## src/sv/sdes_pkg.sv

```systemverilog
// Shared types, constants and helpers for the spring-damper Euler step block.
// Used by the register bank, controller, datapath, arithmetic units and top level.
// Depends on nothing.
package sdes_pkg;

	// word format: signed Q16.16
	localparam int WORD_BITS = 32;
	localparam int FRAC_BITS = 16;
	localparam int CFG_BITS  = 31;

	// magnitude of a word difference, multiplier product, truncated product
	localparam int MAG_W  = WORD_BITS + 1;
	localparam int PROD_W = MAG_W + WORD_BITS;
	localparam int MQ_W   = PROD_W - FRAC_BITS + 1;
	localparam int ACC_W  = MQ_W + 2;
	localparam int SUM_W  = 2 * WORD_BITS;

	// divider: numerator, divisor and quotient widths
	localparam int DIV_NW = MQ_W + FRAC_BITS;
	localparam int DIV_DW = MAG_W;
	localparam int DIV_QB = WORD_BITS;

	// configuration port
	localparam int ADDR_W = 5;
	localparam int DATA_W = 32;

	typedef logic signed [WORD_BITS-1:0] word_t;
	typedef logic [CFG_BITS-1:0] cfg_word_t;

	// item kinds
	localparam logic [1:0] KIND_LOAD  = 2'd0;
	localparam logic [1:0] KIND_STEP  = 2'd1;
	localparam logic [1:0] KIND_TRACK = 2'd2;

	// register indexes
	localparam logic [2:0] REG_STIFF  = 3'd0;
	localparam logic [2:0] REG_DAMP   = 3'd1;
	localparam logic [2:0] REG_LENGTH = 3'd2;
	localparam logic [2:0] REG_DT     = 3'd3;
	localparam logic [2:0] REG_MASS   = 3'd4;
	localparam logic [2:0] REG_ENABLE = 3'd5;

	typedef struct packed {
		cfg_word_t k;
		cfg_word_t c;
		cfg_word_t len;
		cfg_word_t dt;
		cfg_word_t mass;
		logic      en;
	} sdes_cfg_t;

	typedef enum logic [4:0] {
		OP_IDLE, OP_LOAD, OP_TRK_DIV, OP_TRK_WB, OP_TRK_POS,
		OP_SQ_MUL, OP_SQ_ACC, OP_SQRT, OP_RL_MUL, OP_RL_DIV, OP_RL_WB,
		OP_K_MUL, OP_K_WB, OP_C_MUL, OP_C_WB, OP_A_DIV, OP_A_WB,
		OP_V_MUL, OP_V_WB, OP_P_MUL, OP_P_WB, OP_PUBLISH
	} dp_op_t;

	typedef struct packed {
		dp_op_t     op;
		logic [1:0] axis;
	} dp_cmd_t;

	typedef struct packed {
		logic div_done;
		logic sqrt_done;
	} dp_status_t;

	// clamp a wide signed value to the word range
	function automatic word_t sat_word(input logic signed [ACC_W-1:0] x);
		logic signed [ACC_W-1:0] hi;
		logic signed [ACC_W-1:0] lo;
		hi = {{(ACC_W-WORD_BITS+1){1'b0}}, {(WORD_BITS-1){1'b1}}};
		lo = ~hi;
		if (x > hi) begin
			return hi[WORD_BITS-1:0];
		end else if (x < lo) begin
			return lo[WORD_BITS-1:0];
		end
		return x[WORD_BITS-1:0];
	endfunction

endpackage

```

## src/sv/sdes_regs.sv

```systemverilog
// APB-style configuration register bank for the spring-damper block.
// Depends on sdes_pkg.
module sdes_regs (
	input  logic                       clk,
	input  logic                       arst_n,
	input  logic                       psel,
	input  logic                       penable,
	input  logic                       pwrite,
	input  logic [sdes_pkg::ADDR_W-1:0] paddr,
	input  logic [sdes_pkg::DATA_W-1:0] pwdata,
	output logic [sdes_pkg::DATA_W-1:0] prdata,
	output logic                       pready,
	output sdes_pkg::sdes_cfg_t        cfg
);
	import sdes_pkg::*;

	sdes_cfg_t  cfg_q;
	logic [2:0] idx;
	logic       wr;

	assign idx    = paddr[ADDR_W-1:2];
	assign wr     = psel & penable & pwrite;
	assign pready = 1'b1;
	assign cfg    = cfg_q;

	// write decode
	always_ff @(posedge clk or negedge arst_n) begin
		if (!arst_n) begin
			cfg_q.k    <= CFG_BITS'(65536);
			cfg_q.c    <= '0;
			cfg_q.len  <= '0;
			cfg_q.dt   <= CFG_BITS'(655);
			cfg_q.mass <= CFG_BITS'(65536);
			cfg_q.en   <= 1'b1;
		end else if (wr) begin
			unique case (idx)
				REG_STIFF:  cfg_q.k    <= pwdata[CFG_BITS-1:0];
				REG_DAMP:   cfg_q.c    <= pwdata[CFG_BITS-1:0];
				REG_LENGTH: cfg_q.len  <= pwdata[CFG_BITS-1:0];
				REG_DT:     cfg_q.dt   <= pwdata[CFG_BITS-1:0];
				REG_MASS:   cfg_q.mass <= pwdata[CFG_BITS-1:0];
				REG_ENABLE: cfg_q.en   <= pwdata[0];
				default: ;
			endcase
		end
	end

	// read mux
	always_comb begin
		unique case (idx)
			REG_STIFF:  prdata = DATA_W'(cfg_q.k);
			REG_DAMP:   prdata = DATA_W'(cfg_q.c);
			REG_LENGTH: prdata = DATA_W'(cfg_q.len);
			REG_DT:     prdata = DATA_W'(cfg_q.dt);
			REG_MASS:   prdata = DATA_W'(cfg_q.mass);
			REG_ENABLE: prdata = DATA_W'(cfg_q.en);
			default:    prdata = '0;
		endcase
	end

endmodule

```

## config.mk

```make
export PLATFORM = sky130hd
export DESIGN_NAME = sdes_regs
export DESIGN_NICKNAME = d
export VERILOG_FILES = /design/src/sv/sdes_pkg.sv /design/src/sv/sdes_regs.sv
export SDC_FILE = /design/constraint.sdc
export NUM_CORES = 1
export LEC_CHECK = 0
export ABC_CLOCK_PERIOD_IN_PS = 1200
export BUFFER_PORTS_ARGS = -buffer_cell sky130_fd_sc_hd__buf_2
export CAP_MARGIN = 40
export CORE_MARGIN = 4
export CORE_UTILIZATION = 53
export CTS_BUF_LIST = sky130_fd_sc_hd__clkbuf_2
export DETAILED_ROUTE_END_ITERATION = 12
export PLACE_DENSITY = 0.83
export SYNTH_ARGS = -nofsm -noshare
export SYNTH_HDL_FRONTEND = slang
export SYNTH_SLANG_ARGS = --single-unit
```

## constraint.sdc

```tcl
create_clock -name clk -period 1.2 [get_ports clk]
set_clock_uncertainty 0.1 [all_clocks]
set_input_delay 0.06 -clock clk [delete_from_list [all_inputs] [get_ports clk]]
set_output_delay 0.06 -clock clk [all_outputs]
set_load 0.05 [all_outputs]
```

==> flow_metrics.py, run 1 <==
metrics = {
    "clock_tree": {
        "post_cts_buffers": 27,
        "cts.sinks": 156,
        "clk_path_buf_depth": 2,
        "htreeDepth": 4,
        "ctsHoldBuffers": 75,
        "cts-root-buf": "clkbuf_2",
        "numCtsBuffers": 17,
        "cts_resized": 590,
    },
    "logic_synthesis": {
        "synthFlopType": "dfrtp_1",
        "seq_area_frac_synth": 0.5461,
        "synthCells": 529,
        "synth-edff-count": 0,
        "synth_xor_area_frac": 0,
        "synth_top_family_by_area": "multiplexers",
        "synthAdderAreaFrac": 0,
        "yosysMostFrequentCell": "mux2_1",
        "avgSynthCellArea_um2": 13.55,
        "synthTopCellsByArea": "dfrtp_1 (51%), mux2_1 (27%), dfstp_2 (3.3%), nor3b_1 (3.1%), a22oi_1 (3.0%)",
        "synth_cell_types": 29,
        "synth_area_um2": 7169,
        "synth_compound_area_frac": 0.08150,
        "synth_seq_cells": 156,
        "yosysWarnings": 0,
        "synthSimpleGateAreaFrac": 0.04380,
        "synth-async-reset-ratio": 1.000,
        "synth_top_area_frac": 0.5131,
        "synth_area_leader_cell": "dfrtp_1",
        "synth_commonest_cells": "mux2_1 (170), dfrtp_1 (147), a21oi_1 (30), nor3b_1 (30)",
        "synthesis.nets": 571,
        "synthMuxAreaShare": 0.2965,
    },
    "floorplanning": {
        "ios": 231,
        "die_h_um": 124.3,
        "start_util": 0.5414,
        "rows": 42,
        "die_x_um": 124.3,
    },
    "outcome": {
        "lastStage": "clock tree synthesis (4_1_cts)",
        "error": "[ERROR DPL-0038] Utilization greater than 100%, impossible to legalize",
        "status": "stopped before the end",
    },
    "placement": {
        "placed_cells": 1040,
        "place_area_um2": 10780,
        "dp_hpwl_um": 17630,
        "numPortBuffers": 225,
        "gp_congestion": 0.8814,
    },
}
## logic make-up after synthesis
family / count (synthesis)
flip-flops: 156
AO/OA/AOI/OAI: 93
buffers and inverters: 45
other: 2
multiplexers: 189
AND/OR/NAND/NOR: 44
## through the flow
| step | setup WS, ns | hold WS, ns | utilization |
|---|---|---|---|
| detailed placement | -0.4178 | -0.1095 | 0.8141 |
| global placement | -0.3433 | -0.1153 | 0.8141 |
| floorplan | -0.2481 | -0.3356 | - |
==> inputs of run 2 (changes only) <==
- CORE_UTILIZATION: 53 -> 40
- CTS_BUF_LIST: sky130_fd_sc_hd__clkbuf_2 -> unset
- PLACE_DENSITY: 0.83 -> unset
- PLACE_DENSITY_LB_ADDON: unset -> 0.15
==> flow_metrics.py, run 2 <==
metrics = {
    "floorplanning": {
        "rows": 48,
        "core-area_um2": 17420,
        "fp.dieArea_um2": 20130,
        "start_util": 0.4116,
        "die_x_um": 141.9,
        "ios": 231,
        "die_h_um": 141.9,
    },
    "clock_tree": {
        "numCtsBuffers": 17,
        "cts.sinks": 156,
        "insertion_delay_ns": 0.42,
        "htreeDepth": 4,
        "cts_tree": "built",
        "cts-root-buf": "clkbuf_16",
        "clk_path_buf_depth": 2,
        "clkTransAtPathRegs_ns": 0.07,
    },
    "placement": {
        "numPortBuffers": 225,
        "dp_hpwl_um": 16770,
        "gp_congestion": 0.8158,
    },
    "run": {
        "maxCapViolations": 0,
    },
    "timing": {
        "fin_setup_tns_ns": -22.71,
        "fin_ws_ns": -0.5299,
        "hold_slack_ns": 0.03075,
        "min_period_ns": 1.730,
        "slew_violations": 0,
        "finalSetupViolCount": 133,
        "finalHoldViolCount": 0,
        "fmax_mhz": 578.1,
        "period_share": 1.442,
        "rsz0062_at_grt": "yes",
    },
    "logic_synthesis": {
        "synth_area_um2": 7169,
        "synth_area_leader_cell": "dfrtp_1",
        "synth-edff-count": 0,
        "synth_commonest_cells": "mux2_1 (170), dfrtp_1 (147), a21oi_1 (30), nor3b_1 (30)",
        "yosysMostFrequentCell": "mux2_1",
        "seq_area_frac_synth": 0.5461,
        "avgSynthCellArea_um2": 13.55,
        "yosysWarnings": 0,
        "synth_cell_types": 29,
        "synthCells": 529,
        "synth-async-reset-ratio": 1.000,
        "synth_seq_cells": 156,
        "synth_top_area_frac": 0.5131,
        "synthTopCellsByArea": "dfrtp_1 (51%), mux2_1 (27%), dfstp_2 (3.3%), nor3b_1 (3.1%), a22oi_1 (3.0%)",
        "synthesis.nets": 571,
        "synthFlopType": "dfrtp_1",
    },
    "worst_setup_path": {
        "end_kind": "output port",
        "criticalPathCategory": "flip-flop to output port",
        "required_ns": 1.04,
        "slowest_stage": "dfrtp_2",
        "path_delay_family": "flip-flops",
        "worstPathCellList": "mux2_4, a32oi_2, o21ai_4, buf_6",
        "cp_max_fo": 2,
        "arrival_ns": 1.57,
        "cp_slowest_stage_delay_ns": 0.42,
        "worst_setup_path_start_kind": "flip-flop",
        "crit_buf_inv": 1,
    },
    "grt": {
        "grt_antenna_before_repair": 0,
        "grt_pass1_vias": 7276,
        "grt_use_met1": 0.3370,
        "gr-usage-met2": 0.4835,
        "gr-total-overflow": 0,
        "grt_pass1_wl_um": 42800,
        "use_met3": 0.06370,
        "grt_max_degree": 36,
        "top_usage_layer": "met2",
        "grt.total_usage": 0.2759,
    },
    "detailed_routing": {
        "ant_nets": 0,
        "via_per_inst": 5.391,
        "wire_per_inst_um": 23.62,
        "post-route-drc-count": 0,
        "drt_first_pass_iters": 4,
        "vias": 6480,
        "drtIter0Drc": 220,
        "finalWirelength_um": 28390,
    },
    "power_and_ir_drop": {
        "p_comb_frac": 0.520,
        "clkPwrFrac": 0.199,
        "power.share.switching": 0.3998,
        "p_sw_mw": 10.55,
        "internal_power_mw": 15.84,
        "p_seq_frac": 0.281,
        "finalPower_mw": 26.39,
        "power_per_cell_area_nw_per_um2": 1825,
        "p_leak_nw": 6.395,
        "peakVddDrop_mv": 1.222,
    },
    "cells_and_area": {
        "layout_common_cells": "buf_6 (204), dfrtp_2 (113), mux2_4 (96)",
        "nNetsFinal": 1006,
        "drive_gt1_frac": 0.7912,
        "final_common_cell": "buf_6",
        "syn_to_final_growth_pct": 101.7,
        "largest_reg_flops": 156,
        "fillers": 791,
        "antenna_cells": 0,
    },
    "min_path": {
        "hp-class": "primary input to asynchronous set/reset pin",
    },
    "outcome": {
        "status": "finished, violations left",
        "violations": "negative setup slack",
    },
}
[run 2: layer usage]
layer / share of wire / vias up
met1: 0.39 / 3356
met2: 0.54 / 228
met4: 0.022 / 0
met5: 0 / -
li1: - / 2847
met3: 0.049 / 49
[run 2: per-stage QoR]
step | util | cell area [um^2] | setup slack (ns) | cells
6_report | 0.8301 | 14460 | -0.5299 | 1202
5_1_grt | 0.8301 | 14460 | -0.5702 | 1202
4_1_cts | 0.7976 | 13890 | -0.5282 | 1167
3_5_place_dp | 0.6219 | 10830 | -0.3724 | 1091
3_3_place_gp | 0.6219 | 10830 | -0.3398 | 1091
2_1_floorplan | - | 8295 | -0.2481 | 529
[run 2: worst paths after layout]
path / slack (ns) / end / cells past startpoint / from
setup / recovery: -0.53 / prdata[0] / 4 / cfg[63]$_DFFE_PN0P_
hold / removal: 0.03 / cfg[23]$_DFFE_PN0P_ / 2 / arst_n
setup reg to reg: -0.26 / cfg[63]$_DFFE_PN0P_ / 6 / cfg[63]$_DFFE_PN0P_
hold reg to reg: 0.42 / cfg[24]$_DFFE_PN0P_ / 1 / cfg[24]$_DFFE_PN0P_
max in group asynchronous: 0.33 / cfg[90]$_DFFE_PN0P_ / 3 / arst_n
min in group clk: 0.12 / cfg[0]$_DFFE_PN1P_ / 4 / pwrite
[run 2: power by group through the flow]
stage | registers, mW | logic, mW | clock network (mW)
finish | 7.40 | 13.7 | 5.26
detailed placement | 7.17 | 9.78 | 0
floorplan | 10.9 | 2.86 | 0
global route | 7.51 | 14.2 | 5.58
global placement | 7.10 | 9.65 | 0
CTS | 7.26 | 12.9 | 5.29
[run 2: final cells by class]
| class | count | area, um^2 | share of cell area |
|---|---|---|---|
| timing repair buffer | 461 | 5260 | 0.3638 |
| multi-input combinational | 328 | 4298 | 0.2973 |
| tap | 225 | 281.5 | 0.01947 |
| sequential | 156 | 4056 | 0.2806 |
| clock buffer | 17 | 425.4 | 0.02942 |
| clock inverter | 15 | 136.4 | 0.009433 |
[run 2: logic make-up (layout without fill, tap and decap cells)]
| logic type | after synthesis | count (layout) | synth area share |
|---|---|---|---|
| muxes | 189 | 189 | 0.2965 |
| AOI/OAI and AO/OA | 93 | 93 | 0.08150 |
| buffers and inverters | 45 | 493 | 0.03106 |
| other | 2 | 2 | 0.001048 |
| and+or+nand+nor | 44 | 44 | 0.04381 |
| DFF | 156 | 156 | 0.5461 |
[run 2: worst register-to-register path: cells and delay by family (launching register included)]
| kind | cells | cell delay, ns |
|---|---|---|
| buffers and inverters | 5 | 0.56 |
| DFF | 1 | 0.42 |
| muxes | 1 | 0.26 |
[run 2: timing repair]
action,in CTS,in global routing
hold buffers,32,0
pin swaps,18,9
setup endpoints to repair,187,184
hold endpoints to repair,309,0
buffers inserted,29,70
resized for setup,588,111
No activity file was read; power rests on OpenSTA's default activity.
==> inputs of run 3 (changes only) <==
- SKIP_LAST_GASP: unset -> 1
==> flow_metrics.py, run 3 (synthesis gave the netlist of run 2 again) <==
metrics = {
    "grt": {
        "grt_pass1_wl_um": 42780,
        "grt_antenna_before_repair": 0,
        "gr-total-overflow": 0,
        "grt.total_usage": 0.2756,
        "grt_pass1_vias": 7280,
        "grt_max_degree": 36,
    },
    "detailed_routing": {
        "drt_first_pass_iters": 5,
        "wire_per_inst_um": 24.05,
        "post-route-drc-count": 0,
        "drtIter0Drc": 308,
        "finalWirelength_um": 28980,
        "via_per_inst": 5.484,
        "ant_nets": 0,
        "vias": 6608,
    },
    "placement": {
        "gp_congestion": 0.8158,
        "numPortBuffers": 225,
        "preCtsSetupSlack_ns": -0.3724,
        "dp_hpwl_um": 16770,
        "placed_cells": 1091,
    },
    "timing": {
        "slew_violations": 0,
        "rsz0062_at_grt": "yes",
        "fmax_mhz": 559.4,
        "min_period_ns": 1.788,
        "fin_ws_ns": -0.5877,
        "finalSetupViolCount": 133,
        "finalHoldViolCount": 0,
        "period_share": 1.490,
    },
    "floorplanning": {
        "ios": 231,
        "fp.dieArea_um2": 20130,
        "start_util": 0.4116,
        "rows": 48,
        "core-area_um2": 17420,
        "die_h_um": 141.9,
        "die_x_um": 141.9,
    },
    "outcome": {
        "violations": "negative setup slack",
        "status": "finished, violations left",
    },
    "power_and_ir_drop": {
        "p_leak_nw": 6.405,
        "peakVddDrop_mv": 1.216,
        "power_per_cell_area_nw_per_um2": 1825,
        "power.share.switching": 0.4014,
        "clkPwrFrac": 0.200,
        "p_comb_frac": 0.519,
        "p_sw_mw": 10.60,
        "internal_power_mw": 15.81,
        "p_seq_frac": 0.280,
    },
    "cells_and_area": {
        "largest_reg_flops": 156,
        "syn_to_final_growth_pct": 101.8,
        "fillers": 793,
        "final_common_cell": "buf_6",
        "nNetsFinal": 1009,
        "fin_cells": 1205,
        "layout_common_cells": "buf_6 (199), dfrtp_2 (113), mux2_4 (95)",
        "drive_gt1_frac": 0.7888,
        "antenna_cells": 0,
    },
    "worst_setup_path": {
        "reg2reg_depth": 5,
        "end_kind": "output port",
        "criticalPathCategory": "flip-flop to output port",
        "required_ns": 1.04,
        "worst_setup_path_start_kind": "flip-flop",
        "cp_max_fo": 2,
        "arrival_ns": 1.63,
    },
    "run": {
        "maxCapViolations": 0,
    },
    "clock_tree": {
        "cts-root-buf": "clkbuf_16",
        "htreeDepth": 4,
        "clkTransAtPathRegs_ns": 0.07,
        "numCtsBuffers": 17,
        "clk_path_buf_depth": 2,
        "cts.sinks": 156,
        "insertion_delay_ns": 0.42,
        "cts_tree": "built",
    },
    "min_path": {
        "hp-class": "primary input to asynchronous set/reset pin",
    },
}
[run 3: cell types whose count changed in the layout (fill, tap and decap cells not counted), sizes merged]
cell	change
buf	+2
clkbuf	+1
[run 3: per-layer routing]
metal	vias up	share of wire	GRT usage
met1	3431	0.39	0.3370
met5	-	0	0
met2	267	0.53	0.4768
li1	2845	-	-
met3	65	0.054	0.05999
met4	0	0.028	0.1045
[run 3: worst max-delay path, cell delays in order, from the launching register on]
cell     delay (ns)
dfrtp_2        0.37
nor3b_1        0.42
a21oi_4        0.08
o22ai_4        0.15
buf_6          0.19
[run 3: power groups by stage]
stage / sequential [mW] / combinational, mW / clock [mW]
final: 7.40 / 13.7 / 5.29
after global routing: 7.51 / 14.2 / 5.58
after CTS: 7.25 / 12.9 / 5.29
after detailed placement: 7.17 / 9.78 / 0
after global placement: 7.10 / 9.65 / 0
after floorplan: 10.9 / 2.86 / 0
[run 3: worst paths after layout]
path / start / endpoint / slack, ns
min in group clk: pwrite / cfg[0]$_DFFE_PN1P_ / 0.12
min: arst_n / cfg[53]$_DFFE_PN0P_ / 0.01
max in group asynchronous: arst_n / cfg[90]$_DFFE_PN0P_ / 0.33
max reg2reg: cfg[63]$_DFFE_PN0P_ / cfg[63]$_DFFE_PN0P_ / -0.15
min reg2reg: cfg[145]$_DFFE_PN0P_ / cfg[145]$_DFFE_PN0P_ / 0.43
max: cfg[149]$_DFFE_PN0P_ / prdata[24] / -0.59
[run 3: area by class of cell]
class / instances / area, um^2 / share of cell area
clock buffers: 17 / 425.4 / 0.02941
multi-input cells: 328 / 4284 / 0.2962
well taps: 225 / 281.5 / 0.01946
clock inverters: 15 / 136.4 / 0.009428
repair buffers: 464 / 5281 / 0.3651
flip-flops and latches: 156 / 4056 / 0.2804
[run 3: what timing repair did]
item / in CTS / in global routing
gates resized for setup: 585 / 105
hold endpoints to repair: 309 / 0
endpoints found under the setup margin: 187 / 185
gates cloned: 0 / 1
pin swaps: 18 / 12
setup buffers: 29 / 73
hold buffers: 32 / 0
[run 3: through the flow]
| stage | utilization | power, mW | area (um^2) | hold slack, ns | TNS (ns) |
|---|---|---|---|---|---|
| 6_report | 0.8305 | 26.40 | 14470 | 0.01340 | -23.26 |
| 5_1_grt | 0.8305 | 27.24 | 14470 | 0.03675 | -28.26 |
| 4_1_cts | 0.7969 | 25.44 | 13880 | 0.02756 | -22.55 |
| 3_5_place_dp | 0.6219 | 16.96 | 10830 | -0.09256 | -51.35 |
| 3_3_place_gp | 0.6219 | 16.75 | 10830 | -0.1003 | -49.03 |
| 2_1_floorplan | - | 13.77 | 8295 | -0.3356 | -10.35 |
