File: src/sv/sdes_pkg.sv
// Shared types, constants and helpers for the spring-damper Euler step block.
// Used by the register bank, controller, datapath, arithmetic units and top level.
// Depends on nothing.
package sdes_pkg;

	// word format: signed Q16.16
	localparam int WORD_BITS = 32;
	localparam int FRAC_BITS = 16;
	localparam int CFG_BITS  = 31;

	// magnitude of a word difference, multiplier product, truncated product
	localparam int MAG_W  = WORD_BITS + 1;
	localparam int PROD_W = MAG_W + WORD_BITS;
	localparam int MQ_W   = PROD_W - FRAC_BITS + 1;
	localparam int ACC_W  = MQ_W + 2;
	localparam int SUM_W  = 2 * WORD_BITS;

	// divider: numerator, divisor and quotient widths
	localparam int DIV_NW = MQ_W + FRAC_BITS;
	localparam int DIV_DW = MAG_W;
	localparam int DIV_QB = WORD_BITS;

	// configuration port
	localparam int ADDR_W = 5;
	localparam int DATA_W = 32;

	typedef logic signed [WORD_BITS-1:0] word_t;
	typedef logic [CFG_BITS-1:0] cfg_word_t;

	// item kinds
	localparam logic [1:0] KIND_LOAD  = 2'd0;
	localparam logic [1:0] KIND_STEP  = 2'd1;
	localparam logic [1:0] KIND_TRACK = 2'd2;

	// register indexes
	localparam logic [2:0] REG_STIFF  = 3'd0;
	localparam logic [2:0] REG_DAMP   = 3'd1;
	localparam logic [2:0] REG_LENGTH = 3'd2;
	localparam logic [2:0] REG_DT     = 3'd3;
	localparam logic [2:0] REG_MASS   = 3'd4;
	localparam logic [2:0] REG_ENABLE = 3'd5;

	typedef struct packed {
		cfg_word_t k;
		cfg_word_t c;
		cfg_word_t len;
		cfg_word_t dt;
		cfg_word_t mass;
		logic      en;
	} sdes_cfg_t;

	typedef enum logic [4:0] {
		OP_IDLE, OP_LOAD, OP_TRK_DIV, OP_TRK_WB, OP_TRK_POS,
		OP_SQ_MUL, OP_SQ_ACC, OP_SQRT, OP_RL_MUL, OP_RL_DIV, OP_RL_WB,
		OP_K_MUL, OP_K_WB, OP_C_MUL, OP_C_WB, OP_A_DIV, OP_A_WB,
		OP_V_MUL, OP_V_WB, OP_P_MUL, OP_P_WB, OP_PUBLISH
	} dp_op_t;

	typedef struct packed {
		dp_op_t     op;
		logic [1:0] axis;
	} dp_cmd_t;

	typedef struct packed {
		logic div_done;
		logic sqrt_done;
	} dp_status_t;

	// clamp a wide signed value to the word range
	function automatic word_t sat_word(input logic signed [ACC_W-1:0] x);
		logic signed [ACC_W-1:0] hi;
		logic signed [ACC_W-1:0] lo;
		hi = {{(ACC_W-WORD_BITS+1){1'b0}}, {(WORD_BITS-1){1'b1}}};
		lo = ~hi;
		if (x > hi) begin
			return hi[WORD_BITS-1:0];
		end else if (x < lo) begin
			return lo[WORD_BITS-1:0];
		end
		return x[WORD_BITS-1:0];
	endfunction

endpackage

File: src/sv/sdes_ctrl.sv
// Controller: sequences load, track and step items through the datapath.
// Depends on sdes_pkg.
module sdes_ctrl (
	input  logic                 clk,
	input  logic                 arst_n,
	input  logic                 in_fire,
	input  logic [1:0]           kind,
	input  logic                 sim_enable,
	input  logic                 out_ready,
	input  sdes_pkg::dp_status_t status,
	output sdes_pkg::dp_cmd_t    cmd,
	output logic                 in_ready,
	output logic                 out_valid
);
	import sdes_pkg::*;

	typedef enum logic [4:0] {
		S_IDLE, S_LOAD, S_TRK_DIV, S_TRK_WAIT, S_TRK_WB, S_TRK_POS,
		S_SQ_MUL, S_SQ_ACC, S_SQRT, S_SQRT_WAIT,
		S_RL_MUL, S_RL_DIV, S_RL_WAIT, S_RL_WB,
		S_K_MUL, S_K_WB, S_C_MUL, S_C_WB,
		S_A_DIV, S_A_WAIT, S_A_WB, S_V_MUL, S_V_WB,
		S_P_MUL, S_P_WB, S_FINISH
	} state_t;

	state_t     state_q;
	logic [1:0] axis_q;
	logic       in_ready_q;
	logic       out_valid_q;
	logic       last_ax;
	logic       publish;

	assign last_ax   = axis_q == 2'd2;
	assign publish   = (state_q == S_FINISH) && (!out_valid_q || out_ready);
	assign in_ready  = in_ready_q;
	assign out_valid = out_valid_q;

	// command decode
	always_comb begin
		cmd.axis = axis_q;
		unique case (state_q)
			S_LOAD:    cmd.op = OP_LOAD;
			S_TRK_DIV: cmd.op = OP_TRK_DIV;
			S_TRK_WB:  cmd.op = OP_TRK_WB;
			S_TRK_POS: cmd.op = OP_TRK_POS;
			S_SQ_MUL:  cmd.op = OP_SQ_MUL;
			S_SQ_ACC:  cmd.op = OP_SQ_ACC;
			S_SQRT:    cmd.op = OP_SQRT;
			S_RL_MUL:  cmd.op = OP_RL_MUL;
			S_RL_DIV:  cmd.op = OP_RL_DIV;
			S_RL_WB:   cmd.op = OP_RL_WB;
			S_K_MUL:   cmd.op = OP_K_MUL;
			S_K_WB:    cmd.op = OP_K_WB;
			S_C_MUL:   cmd.op = OP_C_MUL;
			S_C_WB:    cmd.op = OP_C_WB;
			S_A_DIV:   cmd.op = OP_A_DIV;
			S_A_WB:    cmd.op = OP_A_WB;
			S_V_MUL:   cmd.op = OP_V_MUL;
			S_V_WB:    cmd.op = OP_V_WB;
			S_P_MUL:   cmd.op = OP_P_MUL;
			S_P_WB:    cmd.op = OP_P_WB;
			S_FINISH:  cmd.op = publish ? OP_PUBLISH : OP_IDLE;
			default:   cmd.op = OP_IDLE;
		endcase
	end

	// state, axis and handshake registers
	always_ff @(posedge clk or negedge arst_n) begin
		if (!arst_n) begin
			state_q     <= S_IDLE;
			axis_q      <= '0;
			in_ready_q  <= 1'b1;
			out_valid_q <= 1'b0;
		end else begin
			// raise on publish, drop once the receiver takes the word
			if (publish) begin
				out_valid_q <= 1'b1;
			end else if (out_ready) begin
				out_valid_q <= 1'b0;
			end
			unique case (state_q)
				S_IDLE: begin
					axis_q <= '0;
					if (in_fire) begin
						in_ready_q <= 1'b0;
						unique case (kind)
							KIND_LOAD:  state_q <= S_LOAD;
							KIND_STEP:  state_q <= sim_enable ? S_SQ_MUL : S_FINISH;
							KIND_TRACK: state_q <= S_TRK_DIV;
							default:    state_q <= S_FINISH;
						endcase
					end
				end
				S_LOAD:     state_q <= S_FINISH;
				S_TRK_DIV:  state_q <= S_TRK_WAIT;
				S_TRK_WAIT: if (status.div_done) state_q <= S_TRK_WB;
				S_TRK_WB: begin
					axis_q  <= axis_q + 1'b1;
					state_q <= last_ax ? S_TRK_POS : S_TRK_DIV;
				end
				S_TRK_POS:  state_q <= S_FINISH;
				S_SQ_MUL:   state_q <= S_SQ_ACC;
				S_SQ_ACC: begin
					axis_q  <= last_ax ? 2'd0 : axis_q + 1'b1;
					state_q <= last_ax ? S_SQRT : S_SQ_MUL;
				end
				S_SQRT:      state_q <= S_SQRT_WAIT;
				S_SQRT_WAIT: if (status.sqrt_done) state_q <= S_RL_MUL;
				S_RL_MUL:    state_q <= S_RL_DIV;
				S_RL_DIV:    state_q <= S_RL_WAIT;
				S_RL_WAIT:   if (status.div_done) state_q <= S_RL_WB;
				S_RL_WB:     state_q <= S_K_MUL;
				S_K_MUL:     state_q <= S_K_WB;
				S_K_WB:      state_q <= S_C_MUL;
				S_C_MUL:     state_q <= S_C_WB;
				S_C_WB:      state_q <= S_A_DIV;
				S_A_DIV:     state_q <= S_A_WAIT;
				S_A_WAIT:    if (status.div_done) state_q <= S_A_WB;
				S_A_WB:      state_q <= S_V_MUL;
				S_V_MUL:     state_q <= S_V_WB;
				S_V_WB: begin
					axis_q  <= last_ax ? 2'd0 : axis_q + 1'b1;
					state_q <= last_ax ? S_P_MUL : S_RL_MUL;
				end
				S_P_MUL:     state_q <= S_P_WB;
				S_P_WB: begin
					axis_q  <= axis_q + 1'b1;
					state_q <= last_ax ? S_FINISH : S_P_MUL;
				end
				S_FINISH: begin
					// hold until the output register is free
					if (publish) begin
						in_ready_q  <= 1'b1;
						state_q     <= S_IDLE;
					end
				end
				default: state_q <= S_IDLE;
			endcase
		end
	end

endmodule

File: config.mk
export PLATFORM = sky130hd
export DESIGN_NAME = sdes_ctrl
export DESIGN_NICKNAME = d
export VERILOG_FILES = /design/src/sv/sdes_pkg.sv /design/src/sv/sdes_ctrl.sv
export SDC_FILE = /design/constraint.sdc
export NUM_CORES = 1
export LEC_CHECK = 0
export ABC_CLOCK_PERIOD_IN_PS = 1900
export BUFFER_PORTS_ARGS = -buffer_cell sky130_fd_sc_hd__buf_2
export CORE_MARGIN = 3
export CORE_UTILIZATION = 40
export CTS_CLUSTER_DIAMETER = 80
export DETAILED_ROUTE_END_ITERATION = 6
export PLACE_DENSITY = 0.72
export SLEW_MARGIN = 10
export SYNTH_ARGS = -nofsm -noshare
export SYNTH_HDL_FRONTEND = slang
export SYNTH_SLANG_ARGS = --single-unit
File: constraint.sdc
create_clock -name clk -period 1.9 [get_ports clk]
set_input_delay 0.38 -clock clk [delete_from_list [all_inputs] [get_ports clk]]
set_output_delay 0.38 -clock clk [all_outputs]
set_load 0.01 [all_outputs]
==> results of run 1 <==
[Yosys cell counts (all sizes together) (4+ instances only)]
cell type  number  share of area (%)
a21oi          14                6.3
a22oi           4                3.0
buf            13                7.2
dfrtp           8                 17
inv             7                2.2
nand2          16                5.1
nand2b          8                4.2
nor2           13                4.1
nor2b           6                3.4
nor3            6                2.5
o21ai          19                9.0
[final timing paths]
path                              endpoint  slack (ns)
worst max register to register  state_q[2]           0
worst min-delay path              in_ready        0.39
worst max-delay path                cmd[3]       -0.12
worst min register to register    in_ready        0.48
max in group asynchronous         in_ready        1.15
min in group asynchronous        axis_q[1]        0.50
[per-stage QoR]
step | util, % | hold WS (ns) | setup WS [ns]
floorplan | - | 0.08441 | 0.09931
global placement | 50.07 | 0.2370 | 0.04659
detailed placement | 50.07 | 0.2355 | 0.04734
CTS | 59.11 | 0.3821 | -0.05661
global route | 65.99 | 0.4190 | -0.2014
finish | 65.99 | 0.3931 | -0.1222
[final cells by class]
type / instances / area (um2)
inverter: 7 / 28.78
timing repair buffer: 59 / 515.5
sequential: 9 / 231.5
clock buffer: 4 / 26.28
multi-input combinational: 132 / 994.7
fill: 212 / 945.9
tap: 31 / 38.79
[power by group]
part	internal, mW	total (mW)	switching [mW]
registers	0.295	0.408	0.113
logic	1.56	3.17	1.61
clock network	0.0809	0.148	0.0666
total	1.94	3.73	1.79
[cell families (layout without fill, tap and decap cells)]
family / after synthesis / count (layout) / synth area share [%]
and+or+nand+nor: 63 / 63 / 28.03
AOI/OAI and AO/OA: 61 / 61 / 35.67
buffers and inverters: 20 / 70 / 9.447
DFF: 9 / 9 / 19.21
adders and majority gates: 3 / 3 / 3.185
xor gates and xnor gates: 3 / 3 / 2.230
muxes: 2 / 2 / 2.229
[state kept, by name (all words and copies together), names as in the netlist]
signal,cells
axis_q,2
out_valid,1
in_ready,1
state_q,5
[routing by layer]
metal	share of wire, %	track usage, %	vias up
li1	-	-	682
met3	8.7	6.911	20
met4	3.1	6.329	0
met1	37	29.53	715
met2	51	38.27	114
met5	0	0	-
[worst min-delay path: stages]
cell and delay (ns):
buf_2 0.09, nand2_1 0.05, nand2_1 0.05, o21ai_0 0.07
[what timing repair did]
item / 4_1_cts / 5_1_grt
gates resized for setup: 16 / 35
cloned: 2 / 0
endpoints found under the hold margin: 8 / 0
pin swaps: 4 / 13
setup endpoints to repair: 4 / 9
buffers inserted: 15 / 4
hold buffers: 1 / 0
==> impl_metrics.ini, run 1 <==
[final_layout]
antenna_cells = 0
area_growth_pct = 55.73
layout.cells.non_filler = 242
drive_gt1_share_pct = 49.29
most-common-layout-cells = buf_4 (27), buf_2 (17), nand2_1 (14)
final_common_cell = buf_4
final_cell_area_um2 = 1836
nets = 224

[worst_setup_path]
start_kind = register
crit_path_max_fanout = 6
endpoint_kind = output pin
slowest_stage = dfrtp_1
cp.required_ns = 1.52
cp_num_cells = 6
critPathKind = reg2out
crit_chain = buf_12 -> nor2b_2 -> mux2_2 -> o21ai_2 -> o22ai_1 -> buf_2
rr_startpoint = state_q[0]
worstPathArrival_ns = 1.64
path_delay_family = flip-flops
rr_worst_depth = 8
cp-startpoint = state_q[4]
max_stage_delay_ns = 0.41
crit_buf_inv = 2

[logic_synthesis]
synth_nets = 173
async_flop_share_pct = 100.0
syn_area_um2 = 1179
synth_edf_count = 0
syn_area_per_cell_um2 = 7.321
seq_area_frac_synth_pct = 19.21
synthDistinctLibCells = 52
yosys_warnings = 0
ys_ff_latch = 9
syn_inst = 161
ys.flop_type = dfrtp_1

[clocking]
htreeDepth = 1
clock_path_buffers = 2
cts_tree = yes
cts_root_buf = clkbuf_4
clk_latency_ns = 0.26
cts_made_buffers = 3
cts.clk_slew.worst_paths_ns = 0.06
cts.sinks = 9

[global_route]
first_global_vias = 1313
grt-ovfl-total = 0
grt_max_degree = 17
grt_use_total_pct = 23.34
antenna_found_initial = 0
grt_pass1_wl_um = 6348

[sta]
fin_crit_ns = 2.022
rsz0062_at_grt = true
worst_pin_slew_ns = 0.3325
layout_setup_ws_ns = -0.1222
fin_crit_sh_pct = 106.4
slew_violations = 0
tns_ns = -0.2779
finalHoldViolations = 0
finalClockSkew_ns = 0.003004
setup_violations = 3
max_freq_ghz = 0.4945
maxSlewHeadroom_pct = 77.60

[die]
ioPinCount = 18
die_h_um = 60.28
rows = 19
die-area_um2 = 3634
die_w_um = 60.28
start_util_pct = 42.38
core-area_um2 = 2781

[placement]
place.gp.congestion = 0.9722
post_dp_cell_area_um2 = 1393
port_buffers = 17
post-dp-hpwl_um = 2572
dp.cells = 216

[run]
cap_violations = 0

[hold_path]
worstHoldStart = in_fire
whs_path_depth = 4
hp-class = in2reg

[pwr]
finalPower_mw = 3.730
power_density_nw_per_um2 = 2032
vdd_drop_max_mv = 1.177
p_leak_nw = 0.8019

[drt]
drt-initial-drc-count = 118
drc = 0
avgRoutedWirePerCell_um = 19.35
ant_nets = 0
vias = 1531
viasPerCell = 6.326
routed_wl_um = 4682
dr.pass1.iters = 5

[status]
outcome = finished, violations left
violations = negative setup slack
(Power assumes the default switching activity.)
==> run 2: changes to the inputs <==
SKIP_LAST_GASP = 1   (was unset)
==> run 2 against run 1 <==
Net effect: the run still ends with negative setup slack left; first-iteration DRC count increased by 25%; register-to-register slack about the same; sequential power barely moved; core utilization shrank 0.27 points; combinational power hardly changed; non-clock buffer count stayed put; setup slack got worse by 0.0067 ns; flip-flop and latch count unchanged; critical endpoint unchanged; largest power group unchanged.
==> impl_metrics.ini, run 2 (synthesis results as in run 1) <==
[status]
outcome = finished, violations left
violations = negative setup slack

[hold_path]
hp-class = in2reg
worstHoldStart = in_fire

[clocking]
cts_root_buf = clkbuf_4
clock_path_buffers = 2
cts.clk_slew.worst_paths_ns = 0.06
cts_tree = yes
cts_made_buffers = 3
clk_latency_ns = 0.26
cts.sinks = 9
htreeDepth = 1

[die]
die_w_um = 60.28
ioPinCount = 18
die-area_um2 = 3634
die_h_um = 60.28
rows = 19
start_util_pct = 42.38
core-area_um2 = 2781

[sta]
worst_pin_slew_ns = 0.3352
rsz0062_at_grt = true
whs_ns = 0.3905
fin_crit_sh_pct = 106.8
finalClockSkew_ns = 0.002730
fin_crit_ns = 2.029
setup_violations = 3
finalHoldViolations = 0
layout_setup_ws_ns = -0.1288
max_freq_ghz = 0.4929
maxSlewHeadroom_pct = 77.42
slew_violations = 0

[placement]
place.gp.congestion = 0.9722
port_buffers = 17
post-dp-hpwl_um = 2572
dp_slack_ns = 0.04734

[final_layout]
register_area_um2 = 231.5
largest_reg_flops = 5
final_common_cell = buf_4
multi_input_area_um2 = 994.7
nets = 224
max_flop_register = state_q
drive_gt1_share_pct = 49.29
most-common-layout-cells = buf_4 (29), buf_2 (17), nand2_1 (14)
nFillCells = 211
area_growth_pct = 55.10
antenna_cells = 0
top_regs = state_q x5, axis_q x2

[pwr]
p_sw_mw = 1.774
power_density_nw_per_um2 = 2022
internal_power_mw = 1.923
vdd_drop_max_mv = 1.172
p_leak_nw = 0.7994
power_frac_seq_pct = 11.0
comb_power_share_pct = 84.9
finalPower_mw = 3.697
clock_power_share_pct = 4.1
swShare_pct = 47.98

[run]
cap_violations = 0

[worst_setup_path]
rr_startpoint = state_q[4]
cp.required_ns = 1.52
cp-startpoint = state_q[0]
start_kind = register
reg2reg_slack_ns = 0.01
critPathKind = reg2out
crit_path_max_fanout = 10
worstPathArrival_ns = 1.65
endpoint_kind = output pin

[global_route]
grt_use_total_pct = 23.34
first_global_vias = 1313
grt_pass1_wl_um = 6348
antenna_found_initial = 0
grt_max_degree = 17
grt-ovfl-total = 0

[drt]
routed_wl_um = 4602
dr.pass1.iters = 5
drt-initial-drc-count = 148
viasPerCell = 6.281
drc = 0
vias = 1520
avgRoutedWirePerCell_um = 19.02
ant_nets = 0
[run 2: cell counts in the layout (fill, tap and decap cells not counted)]
Identical to the previous run, type by type.
[run 2: layout make-up]
cell class / count / share of cell area (%)
Tap cell: 31 / 2.122
Multi-Input combinational cell: 132 / 54.41
Timing Repair Buffer: 59 / 27.79
Clock buffer: 4 / 1.437
Sequential cell: 9 / 12.66
Inverter: 7 / 1.574
[run 2: routing by layer]
metal	part of all wire (%)	up-vias	track usage, %
met5	0	-	0
met4	3.6	0	6.329
met3	9.8	23	6.911
met2	50	109	38.27
met1	37	704	29.53
li1	-	684	-
[run 2: path summary, 6_finish.rpt]
check                             end  cells after the start
min reg2reg                  in_ready                      2
max in group asynchronous    in_ready                      2
min                          in_ready                      4
min in group asynchronous   axis_q[1]                      2
max                            cmd[3]                      6
max reg2reg                state_q[2]                      9
[run 2: metrics by stage]
step | std cells | instance area (um2) | TNS (ns) | util (%)
CTS | 238 | 1644 | -0.05661 | 59.11
detailed placement | 216 | 1393 | 0 | 50.07
finish | 242 | 1828 | -0.2684 | 65.72
global placement | 216 | 1393 | 0 | 50.07
global route | 242 | 1828 | -0.6082 | 65.72
floorplan | 161 | 1179 | 0 | -
[run 2: worst max-delay path, cell delays in order, from the launching register on]
cell and delay, ns:
dfrtp_2 0.43, buf_12 0.15, buf_4 0.15, o211ai_1 0.19, o21ai_2 0.09, o22ai_1 0.20, buf_2 0.17
[run 2: power by group through the flow]
stage / Clock [mW] / Combinational (mW) / Sequential (mW)
after floorplan: 0 / 1.50 / 0.386
after global placement: 0 / 2.12 / 0.398
after detailed placement: 0 / 2.14 / 0.399
after CTS: 0.149 / 2.62 / 0.385
after global routing: 0.159 / 3.32 / 0.416
final: 0.150 / 3.14 / 0.408
[run 2: what timing repair did]
item / 4_1_cts / 5_1_grt
gates cloned: 2 / 0
endpoints found under the hold margin: 8 / 0
buffers inserted: 15 / 4
resized for setup: 16 / 33
pin swaps: 4 / 13
hold buffers: 1 / 0
setup endpoints to repair: 4 / 9
==> run 3: changes to the inputs <==
ABC_AREA = 1   (was unset)
==> run 3 against run 2 <==
Net effect: the run still ends with negative setup slack left; clock skew is 0.0021 ns lower; worst hold slack better by 0.0042 ns; clock power hardly changed; first-iteration DRC count is 32% lower; largest cell class unchanged; largest power group unchanged.
==> impl_metrics.ini, run 3 <==
[logic_synthesis]
synth_nets = 217
yosys.area.top_type = nand2_1
yosys.area.top_type_share_pct = 24.81
async_flop_share_pct = 100.0
ys_ff_latch = 9
seq_area_frac_synth_pct = 19.19
netlist_top_cells_area = nand2_1 (25%), dfrtp_1 (17%), nor2_1 (10%)
syn_area_um2 = 1180
synthDistinctLibCells = 32
synth_top_cells_by_count = nand2_1 (78), nor2_1 (32), inv_1 (17), nand3_1 (16), dfrtp_1 (8)
yosys_warnings = 0
synth_edf_count = 0
synth_most_common_cell = nand2_1
syn_inst = 205
syn_area_per_cell_um2 = 5.756
ys.flop_type = dfrtp_1

[sta]
setup_violations = 5
worst_pin_slew_ns = 0.2787
layout_setup_ws_ns = -0.1019
maxSlewHeadroom_pct = 81.30
fin_crit_ns = 2.002
rsz0062_at_grt = true
finalHoldViolations = 0
tns_ns = -0.2829
slew_violations = 0
fin_crit_sh_pct = 105.4
max_freq_ghz = 0.4995
finalClockSkew_ns = 0.0006422

[placement]
post-dp-hpwl_um = 2722
port_buffers = 17
dp.cells = 257
place.gp.congestion = 0.9949

[die]
die_w_um = 60.31
core-area_um2 = 2781
ioPinCount = 18
rows = 19
start_util_pct = 42.42
die_h_um = 60.31
die-area_um2 = 3637

[drt]
vias = 1479
routed_wl_um = 3810
drt-initial-drc-count = 100
drc = 0
viasPerCell = 5.438
ant_nets = 0
avgRoutedWirePerCell_um = 14.01
dr.pass1.iters = 4

[clocking]
clk_latency_ns = 0.26
htreeDepth = 1
cts.sinks = 9
cts_root_buf = clkbuf_4
clock_path_buffers = 2
cts_made_buffers = 3
cts_tree = yes
cts.clk_slew.worst_paths_ns = 0.06

[worst_setup_path]
cp.required_ns = 1.52
worstPathArrival_ns = 1.62
crit_path_max_fanout = 7
start_kind = register
critPathKind = reg2out
endpoint_kind = output pin

[final_layout]
max_flop_register = state_q
top_regs = state_q x5, axis_q x2
largest_reg_flops = 5
layout.cells.non_filler = 272
antenna_cells = 0
final_common_cell = nand2_1
nets = 254
drive_gt1_share_pct = 39.83
area_growth_pct = 33.40
most-common-layout-cells = nand2_1 (69), nor2_1 (29), buf_2 (17), buf_4 (17), nand3_1 (12)

[global_route]
grt_max_degree = 10
grt_use_total_pct = 20.73
antenna_found_initial = 0
grt_pass1_wl_um = 5595
first_global_vias = 1248
grt-ovfl-total = 0

[pwr]
p_leak_nw = 0.8763
clock_power_share_pct = 5.5
power_density_nw_per_um2 = 1699
swShare_pct = 57.12
vdd_drop_max_mv = 1.170
comb_power_share_pct = 78.3
p_sw_mw = 1.528
power_frac_seq_pct = 16.2
internal_power_mw = 1.147

[run]
cap_violations = 0

[hold_path]
hp-class = in2reg

[status]
violations = negative setup slack
outcome = finished, violations left
-- run 3: final timing paths --
kind | to | cells past startpoint | from | slack, ns
max in group asynchronous | in_ready | 2 | arst_n | 1.16
min in group asynchronous | state_q[4] | 2 | arst_n | 0.49
setup / recovery | cmd[2] | 8 | state_q[1] | -0.10
setup reg to reg | state_q[1] | 11 | state_q[0] | 0.19
hold / removal | state_q[2] | 3 | status[1] | 0.39
hold reg to reg | in_ready | 2 | in_ready | 0.48
-- run 3: worst max-delay path, cell delays in order (launching register included) --
cell	delay [ns]
dfrtp_2	0.49
nor2_4	0.21
nand2_4	0.10
inv_4	0.10
nand2_1	0.11
nand2_2	0.11
a211oi_2	0.04
nand2_1	0.07
buf_2	0.13
-- run 3: power groups by stage --
stage | logic, mW | clock network (mW) | registers (mW)
final | 2.09 | 0.147 | 0.433
after global routing | 2.27 | 0.160 | 0.445
after CTS | 1.86 | 0.149 | 0.411
after detailed placement | 1.66 | 0 | 0.403
after global placement | 1.67 | 0 | 0.402
after floorplan | 1.21 | 0 | 0.377
-- run 3: cell type report --
| type | count | area [um2] |
|---|---|---|
| clock buffers | 4 | 26.28 |
| fillers | 262 | 1207 |
| inverters | 23 | 93.84 |
| multi-input cells | 170 | 960.9 |
| flip-flops and latches | 9 | 231.5 |
| well taps | 31 | 38.79 |
| repair buffers | 35 | 222.7 |
-- run 3: through the flow --
| stage | power (mW) | util (%) | hold WS (ns) | cell area [um2] | worst slack, ns |
|---|---|---|---|---|---|
| 2_1_floorplan | 1.585 | - | 0.08441 | 1180 | 0.3315 |
| 3_3_place_gp | 2.075 | 47.91 | 0.2399 | 1333 | 0.07269 |
| 3_5_place_dp | 2.062 | 47.91 | 0.2416 | 1333 | 0.06891 |
| 4_1_cts | 2.419 | 53.13 | 0.3920 | 1478 | -0.02086 |
| 5_1_grt | 2.880 | 56.59 | 0.4045 | 1574 | -0.1217 |
| 6_report | 2.675 | 56.59 | 0.3948 | 1574 | -0.1019 |
-- run 3: routing by layer --
| metal | track usage [%] | share of wire, % |
|---|---|---|
| met5 | 0 | 0 |
| met4 | 10.76 | 4.6 |
| met3 | 4.968 | 9.0 |
| met2 | 32.87 | 48 |
| met1 | 25.97 | 38 |
-- run 3: kinds of logic after synthesis --
logic type                 after synthesis  synth area share [%]
adders and majority gates                3                 3.182
buffers and inverters                   26                 9.437
AOI/OAI and AO/OA                       16                 7.953
DFF                                      9                 19.19
and+or+nand+nor                        151                 60.23
-- run 3: what timing repair did --
| item | CTS | global route |
|---|---|---|
| pin swaps | 3 | 7 |
| endpoints found under the setup margin | 5 | 5 |
| buffers inserted | 8 | 2 |
| endpoints found under the hold margin | 8 | 0 |
| hold buffers | 1 | 0 |
| gates resized for setup | 17 | 29 |
